**src/rtl/setc_pkg.sv**
```systemverilog
// Package with types, codes and character classes of the tag checker.
package setc_pkg;

    localparam int DEF_MAX_NAME  = 32;
    localparam int DEF_MAX_BYTES = 65536;

    localparam int STATUS_W = 4;
    localparam int NLEN_W   = 6;
    localparam int VOFS_W   = 16;
    localparam int VLEN_W   = 16;
    localparam int RES_W    = STATUS_W + NLEN_W + VOFS_W + VLEN_W;
    localparam int RES_PAD_W = ((RES_W + 7) / 8) * 8;

    // Result status codes.
    localparam logic [STATUS_W-1:0] ST_OK        = 4'd0;
    localparam logic [STATUS_W-1:0] ST_EMPTY     = 4'd1;
    localparam logic [STATUS_W-1:0] ST_NO_OPEN   = 4'd2;
    localparam logic [STATUS_W-1:0] ST_UNCLOSED  = 4'd3;
    localparam logic [STATUS_W-1:0] ST_BAD_NAME  = 4'd4;
    localparam logic [STATUS_W-1:0] ST_SHORT     = 4'd5;
    localparam logic [STATUS_W-1:0] ST_MISMATCH  = 4'd6;
    localparam logic [STATUS_W-1:0] ST_NAME_LONG = 4'd7;
    localparam logic [STATUS_W-1:0] ST_TEXT_LONG = 4'd8;

    // Parser phase codes.
    localparam logic [2:0] PH_WAIT = 3'd0;
    localparam logic [2:0] PH_LEAD = 3'd1;
    localparam logic [2:0] PH_NAME = 3'd2;
    localparam logic [2:0] PH_ATTR = 3'd3;
    localparam logic [2:0] PH_BODY = 3'd4;
    localparam logic [2:0] PH_BAD  = 3'd5;

    localparam logic [7:0] CH_LT    = 8'h3C;
    localparam logic [7:0] CH_GT    = 8'h3E;
    localparam logic [7:0] CH_SLASH = 8'h2F;
    localparam logic [7:0] CH_UNDER = 8'h5F;
    localparam logic [7:0] CH_DASH  = 8'h2D;
    localparam logic [7:0] CH_DOT   = 8'h2E;
    localparam logic [7:0] CH_COLON = 8'h3A;

    typedef struct packed {
        logic [VLEN_W-1:0]   value_length;
        logic [VOFS_W-1:0]   value_offset;
        logic [NLEN_W-1:0]   name_length;
        logic [STATUS_W-1:0] status;
    } setc_result_t;

    function automatic logic is_blank(input logic [7:0] b);
        return (b == 8'h20) || (b == 8'h0A) || (b == 8'h0D) || (b == 8'h09);
    endfunction

    function automatic logic is_start(input logic [7:0] b);
        return (b >= 8'h61 && b <= 8'h7A) || (b >= 8'h41 && b <= 8'h5A) || (b == CH_UNDER);
    endfunction

    function automatic logic is_later(input logic [7:0] b);
        return is_start(b) || (b >= 8'h30 && b <= 8'h39) || (b == CH_DASH) ||
               (b == CH_DOT) || (b == CH_COLON);
    endfunction

endpackage

```
**src/rtl/setc_core.sv**
```systemverilog
// Parser state, tail window and verdict logic of the tag checker.
module setc_core
    import setc_pkg::*;
#(
    parameter int MAX_NAME  = DEF_MAX_NAME,
    parameter int MAX_BYTES = DEF_MAX_BYTES
)
(
    input  logic         clk,
    input  logic         rst_n,
    input  logic         take,
    input  logic [7:0]   data_byte,
    input  logic         last_byte,
    output logic         res_valid,
    output setc_result_t res
);

    localparam int WIN = MAX_NAME + 3;
    localparam int NCW = $clog2(MAX_NAME + 2);
    localparam int JW  = NCW + 2;
    localparam int PW  = $clog2(MAX_BYTES + 2);
    localparam int XW  = $clog2(MAX_BYTES);
    localparam int CW  = (XW > JW) ? XW + 1 : JW + 1;

    logic [2:0]     phase_reg, phase_next;
    logic [NCW-1:0] name_count_reg, name_count_next;
    logic           name_ok_reg, name_ok_next;
    logic [PW-1:0]  pos_reg, pos_next;
    logic [XW-1:0]  last_pos_reg, last_pos_next;
    logic [XW-1:0]  open_pos_reg, open_pos_next;
    logic           pending_reg, pending_next;
    logic [8:0]     win_reg  [WIN];
    logic [8:0]     win_next [WIN];
    logic [7:0]     name_reg  [MAX_NAME];
    logic [7:0]     name_next [MAX_NAME];
    logic [7:0]     name_ext  [WIN];

    logic           live;
    logic           sp;
    logic           take_name;
    logic           mismatch;
    logic           too_short;
    logic [CW-1:0]  span;
    logic [CW-1:0]  need;
    logic [CW-1:0]  body_len;
    logic [XW:0]    first_value;
    logic [JW-1:0]  n_ext;

    // Next state for one accepted byte.
    always_comb
    begin
        phase_next      = phase_reg;
        name_count_next = name_count_reg;
        name_ok_next    = name_ok_reg;
        pos_next        = pos_reg;
        last_pos_next   = last_pos_reg;
        open_pos_next   = open_pos_reg;
        pending_next    = pending_reg;
        win_next        = win_reg;
        name_next       = name_reg;
        take_name       = 1'b0;
        live            = pos_reg < PW'(MAX_BYTES);
        sp              = is_blank(data_byte);

        if (live)
        begin
            pos_next = pos_reg + PW'(1);
            if (!sp)
            begin
                last_pos_next = pos_reg[XW-1:0];
                for (int i = WIN - 1; i > 0; i--)
                begin
                    win_next[i] = win_reg[i-1];
                end
                win_next[0]  = {pending_reg, data_byte};
                pending_next = 1'b0;
            end
            else
            begin
                pending_next = 1'b1;
            end

            unique case (phase_reg)
                PH_WAIT:
                begin
                    if (!sp)
                    begin
                        phase_next = (data_byte == CH_LT) ? PH_LEAD : PH_BAD;
                    end
                end
                PH_LEAD:
                begin
                    if (data_byte == CH_GT)
                    begin
                        open_pos_next = pos_reg[XW-1:0];
                        phase_next    = PH_BODY;
                    end
                    else if (!sp)
                    begin
                        take_name  = 1'b1;
                        phase_next = PH_NAME;
                    end
                end
                PH_NAME:
                begin
                    if (data_byte == CH_GT)
                    begin
                        open_pos_next = pos_reg[XW-1:0];
                        phase_next    = PH_BODY;
                    end
                    else if (sp)
                    begin
                        phase_next = PH_ATTR;
                    end
                    else
                    begin
                        take_name = 1'b1;
                    end
                end
                PH_ATTR:
                begin
                    if (data_byte == CH_GT)
                    begin
                        open_pos_next = pos_reg[XW-1:0];
                        phase_next    = PH_BODY;
                    end
                end
                default:
                begin
                end
            endcase
        end
        else
        begin
            pos_next = PW'(MAX_BYTES + 1);
        end

        if (take_name)
        begin
            if (name_count_reg == '0)
            begin
                name_ok_next = is_start(data_byte);
            end
            else if (!is_later(data_byte))
            begin
                name_ok_next = 1'b0;
            end
            // The name is kept newest first, so entry 0 holds its last character.
            if (name_count_reg < NCW'(MAX_NAME))
            begin
                for (int i = MAX_NAME - 1; i > 0; i--)
                begin
                    name_next[i] = name_reg[i-1];
                end
                name_next[0] = data_byte;
            end
            if (name_count_reg <= NCW'(MAX_NAME))
            begin
                name_count_next = name_count_reg + NCW'(1);
            end
        end
    end

    // Closing tag check: the newest window entries must read '>', the name
    // backwards, '/' and '<', with no whitespace between them.
    always_comb
    begin
        name_ext[0] = '0;
        for (int i = MAX_NAME + 1; i < WIN; i++)
        begin
            name_ext[i] = '0;
        end
        for (int i = 0; i < MAX_NAME; i++)
        begin
            name_ext[i+1] = name_next[i];
        end

        n_ext    = JW'(name_count_next);
        mismatch = 1'b0;
        for (int j = 0; j < WIN; j++)
        begin
            if (JW'(j) <= n_ext + JW'(2))
            begin
                if (j == 0)
                begin
                    if (win_next[j][7:0] != CH_GT)
                    begin
                        mismatch = 1'b1;
                    end
                end
                else if (JW'(j) <= n_ext)
                begin
                    if (win_next[j][7:0] != name_ext[j])
                    begin
                        mismatch = 1'b1;
                    end
                end
                else if (JW'(j) == n_ext + JW'(1))
                begin
                    if (win_next[j][7:0] != CH_SLASH)
                    begin
                        mismatch = 1'b1;
                    end
                end
                else if (win_next[j][7:0] != CH_LT)
                begin
                    mismatch = 1'b1;
                end
                if (win_next[j][8] && (JW'(j) != n_ext + JW'(2)))
                begin
                    mismatch = 1'b1;
                end
            end
        end
    end

    assign span        = CW'(last_pos_next - open_pos_next);
    assign need        = CW'(name_count_next) + CW'(3);
    assign too_short   = span < need;
    assign body_len    = span - need;
    assign first_value = {1'b0, open_pos_next} + (XW+1)'(1);

    // Verdict in priority order.
    always_comb
    begin
        res = '0;
        if (pos_next > PW'(MAX_BYTES))
        begin
            res.status = ST_TEXT_LONG;
        end
        else if (phase_next == PH_WAIT)
        begin
            res.status = ST_EMPTY;
        end
        else if (phase_next == PH_BAD)
        begin
            res.status = ST_NO_OPEN;
        end
        else if (phase_next != PH_BODY)
        begin
            res.status = ST_UNCLOSED;
        end
        else if (name_count_next == '0 || !name_ok_next)
        begin
            res.status = ST_BAD_NAME;
        end
        else if (name_count_next > NCW'(MAX_NAME))
        begin
            res.status = ST_NAME_LONG;
        end
        else
        begin
            res.name_length = NLEN_W'(name_count_next);
            if (too_short)
            begin
                res.status = ST_SHORT;
            end
            else if (mismatch)
            begin
                res.status = ST_MISMATCH;
            end
            else
            begin
                res.status       = ST_OK;
                res.value_offset = VOFS_W'(first_value);
                res.value_length = VLEN_W'(body_len);
            end
        end
    end

    assign res_valid = take && last_byte;

    // Control state; the last byte of a stream returns it to the reset values.
    always_ff @(posedge clk or negedge rst_n)
    begin
        if (!rst_n)
        begin
            phase_reg      <= PH_WAIT;
            name_count_reg <= '0;
            name_ok_reg    <= 1'b1;
            pos_reg        <= '0;
            last_pos_reg   <= '0;
            open_pos_reg   <= '0;
            pending_reg    <= 1'b0;
            for (int i = 0; i < WIN; i++)
            begin
                win_reg[i] <= '0;
            end
        end
        else if (take)
        begin
            if (last_byte)
            begin
                phase_reg      <= PH_WAIT;
                name_count_reg <= '0;
                name_ok_reg    <= 1'b1;
                pos_reg        <= '0;
                last_pos_reg   <= '0;
                open_pos_reg   <= '0;
                pending_reg    <= 1'b0;
                for (int i = 0; i < WIN; i++)
                begin
                    win_reg[i] <= '0;
                end
            end
            else
            begin
                phase_reg      <= phase_next;
                name_count_reg <= name_count_next;
                name_ok_reg    <= name_ok_next;
                pos_reg        <= pos_next;
                last_pos_reg   <= last_pos_next;
                open_pos_reg   <= open_pos_next;
                pending_reg    <= pending_next;
                win_reg        <= win_next;
            end
        end
    end

    // Name characters are only read below the current count, so no reset.
    always_ff @(posedge clk)
    begin
        if (take)
        begin
            name_reg <= name_next;
        end
    end

endmodule

```
**config.mk**
```make
export PLATFORM = sky130hd
export DESIGN_NAME = setc_core
export DESIGN_NICKNAME = d
export VERILOG_FILES = /design/src/rtl/setc_pkg.sv /design/src/rtl/setc_core.sv
export SDC_FILE = /design/constraint.sdc
export NUM_CORES = 2
export LEC_CHECK = 0
export BUFFER_PORTS_ARGS = -buffer_cell sky130_fd_sc_hd__buf_2
export CELL_PAD_IN_SITES_DETAIL_PLACEMENT = 1
export CELL_PAD_IN_SITES_GLOBAL_PLACEMENT = 1
export CORE_UTILIZATION = 45
export DETAILED_ROUTE_END_ITERATION = 6
export PLACE_DENSITY_LB_ADDON = 0.1
export SLEW_MARGIN = 20
export SYNTH_ARGS = -nofsm -noshare
export SYNTH_HDL_FRONTEND = slang
export SYNTH_SLANG_ARGS = --single-unit
```
**constraint.sdc**
```tcl
create_clock -name clk -period 10.4 [get_ports clk]
set_input_delay 1.04 -clock clk [delete_from_list [all_inputs] [get_ports clk]]
set_output_delay 1.04 -clock clk [all_outputs]
set_load 0.05 [all_outputs]
```
==> results.cfg <==
[pwr]
net-switching-power_mw = 2.61
clockPowerShare_pct = 36.6
p_sw_share_pct = 33.9
p_int_mw = 5.09
ir_drop_uv = 128
combPwrFrac_pct = 24.0
p_leak_nw = 18.4
p_per_area_nw_per_um2 = 169
power.total_mw = 7.70
pwr-share-seq_pct = 39.5

[critical_path]
worstPathArrival_ps = 9000
start_kind = primary input
path_max_fanout = 33
cp-end-kind = primary output
path_class = in -> out
critPathRequiredTime_ps = 9360

[timing]
fin_worst_skew_ps = 22.6
post-route-period-util_pct = 96.6
min_period_ps = 10040
hold_viol_final = 0
clock.fmax_ghz = 0.0996
finalSetupViolations = 0
slew_headroom_pct = 17.8
slew_viol_final = 0
worstMarginPinSlew_ps = 1230
finalSetupTns_ps = 0
rsz0062_at_grt = false

[floorplanning]
io_pins = 55
die_w_um = 306
initial_core_util_pct = 45.4
die_h_um = 306
rows = 111
core_area_um2 = 91500
die_area_um2 = 93500

[drt]
vias = 38500
wl_per_cell_um = 29.9
final_antenna_net_count = 0
drtIter0Drc = 3842
drcViolationCount = 0
via_per_inst = 6.67
dr.pass1.iters = 6
wirelength_mm = 172

[grt]
grt_pass1_vias = 38300
met2_usage_pct = 56.9
top_usage_layer = met2
met1_usage_pct = 50.8
met3_usage_pct = 5.32
grt_pass1_wl_mm = 258
grt_remaining_overflow = 0
grt_util_all_layers_pct = 36.4
grt_max_degree = 132
antenna_found_initial = 2

[synthesis]
synth_area_um2 = 41500
synthFlopType = dfrtp_1
syn_avg_cell_area_um2 = 9.05
synth_fp_nets = 4643
ys_seq_area_share_pct = 41.1
synth_seq_cells = 631
synth_edf_count = 256
synth_cell_types = 104
syn_inst = 4590
postSynth.asyncResetShare_pct = 59.4
ys_warn_count = 0

[status]
outcome = finished clean

[placed_design]
hpwlAfterDp_mm = 122
gp_congestion = 1.02
place.port_buffers = 54

[run]
drv_cap = 0

[clocking]
cts_made_buffers = 78
cts-root-buf = clkbuf_16
cts-resized-gates = 0
cts.sinks = 631
h-tree-depth = 3
cts.path.max_buffers = 3
clk_latency_ps = 680
cts_tree = done
post-cts-setup-buffer-count = 0
hold_buffers = 0
cts.reportedPaths.clkPinSlew_ps = 60

[finish]
final_nets = 4576
layout_commonest_cell = nand2_1
syn_to_final_growth_pct = 9.56
largest_reg_flops = 315
drive_gt1_share_pct = 9.46
final_cell_mix = 503 x nand2_1, 374 x dfrtp_1, 313 x inv_1

[worst_hold_path]
hold_class = in -> async
[area by class of cell]
type	instances	area [um2]
Timing Repair Buffer	149	1050
Clock inverter	37	387
Tap cell	1186	1480
Multi-Input combinational cell	3346	22100
Fill cell	10400	46000
Inverter	317	1190
Antenna cell	1	2.50
Clock buffer	106	2180
Sequential cell	631	17100
[power groups by stage]
stage               clock (mW)  sequential [mW]  combinational (mW)
floorplan                    0             2.99                1.20
global placement             0             3.07                1.77
detailed placement           0             3.08                1.80
CTS                       2.86             3.03                1.81
global route              2.93             3.06                1.97
finish                    2.81             3.04                1.84
[path summary, 6_finish.rpt]
check / cells after the start / slack [ps] / from / endpoint
worst max-delay path: 22 / 360 / data_byte[1] / res[20]
worst min-delay path: 1 / 410 / rst_n / win_reg[32]
worst max register to register: 8 / 5720 / pos_reg[16] / win_reg[292]
worst min register to register: 1 / 500 / win_reg[6] / win_reg[6]
max in group asynchronous: 3 / 7680 / rst_n / win_reg[145]
min in group clk: 1 / 500 / win_reg[6] / win_reg[6]
[layer usage]
| metal | part of all wire (%) | routed length (um) |
|---|---|---|
| met5 | 0.0087 | 15 |
| met2 | 45 | 78300 |
| met1 | 44 | 75400 |
| met4 | 4.2 | 7160 |
| met3 | 6.7 | 11500 |
[through the flow]
step	instances	setup WS, ps	cell area (um2)	hold WS, ps	utilization [%]
after floorplan	4590	606	41500	466	-
after CTS	5772	601	45500	438	49.7
after detailed placement	5629	602	42900	485	46.9
after global routing	5772	139	45500	474	49.7
after global placement	5629	716	42900	484	46.9
final	5773	358	45500	408	49.7
[cells in the mapped netlist (all sizes together), types with 21 or more instances]
master  count  share of area, %
and2       31              0.47
nor3b      21              0.38
o31ai      33              0.60
buf       116               1.4
nand3     133               1.6
o21ai     238               2.9
a22o      224               4.7
or4        24              0.44
nand4      55              0.84
a21oi     244               3.0
and3       36              0.54
nor3      113               1.4
a21boi     23              0.42
or3        22              0.33
mux2i     264               6.4
a31oi      60              0.90
a21o       28              0.51
nor4       79               1.3
ha         39               1.2
inv       315               2.8
nor2      288               2.6
edfxtp    256                19
xnor2     125               2.6
o22ai     159               2.4
mux2       85               2.3
nand2     508               4.6
a22oi      25              0.46
dfrtp     374                23
o211ai     25              0.45
clkbuf    180               1.6
xor2       56               1.2
a211oi     39              0.72
[critical path, stage by stage]
cell and delay, ps:
buf_2 160, or4_1 590, or3_1 350, buf_4 260
nand4_2 110, buf_4 320, o21ai_1 170, nand2_1 310
ha_1 730, nand4_1 400, a22oi_1 890, nor2_1 310
nor2_1 440, nand4_1 180, a211o_1 290, a211oi_1 690
o22ai_1 250, nor4_2 260, nand4_1 230, buf_4 310
nor4_1 310, buf_2 320
[kinds of logic after synthesis]
kind of cell,after synthesis,synth area share (%)
and+or+nand+nor,1428,16.6
AOI/OAI and AO/OA,1345,22.5
DFF,631,41.1
buffers and inverters,613,5.89
muxes,349,8.67
xor gates and xnor gates,183,3.93
adders and majority gates,41,1.27
(Power assumes the default switching activity.)
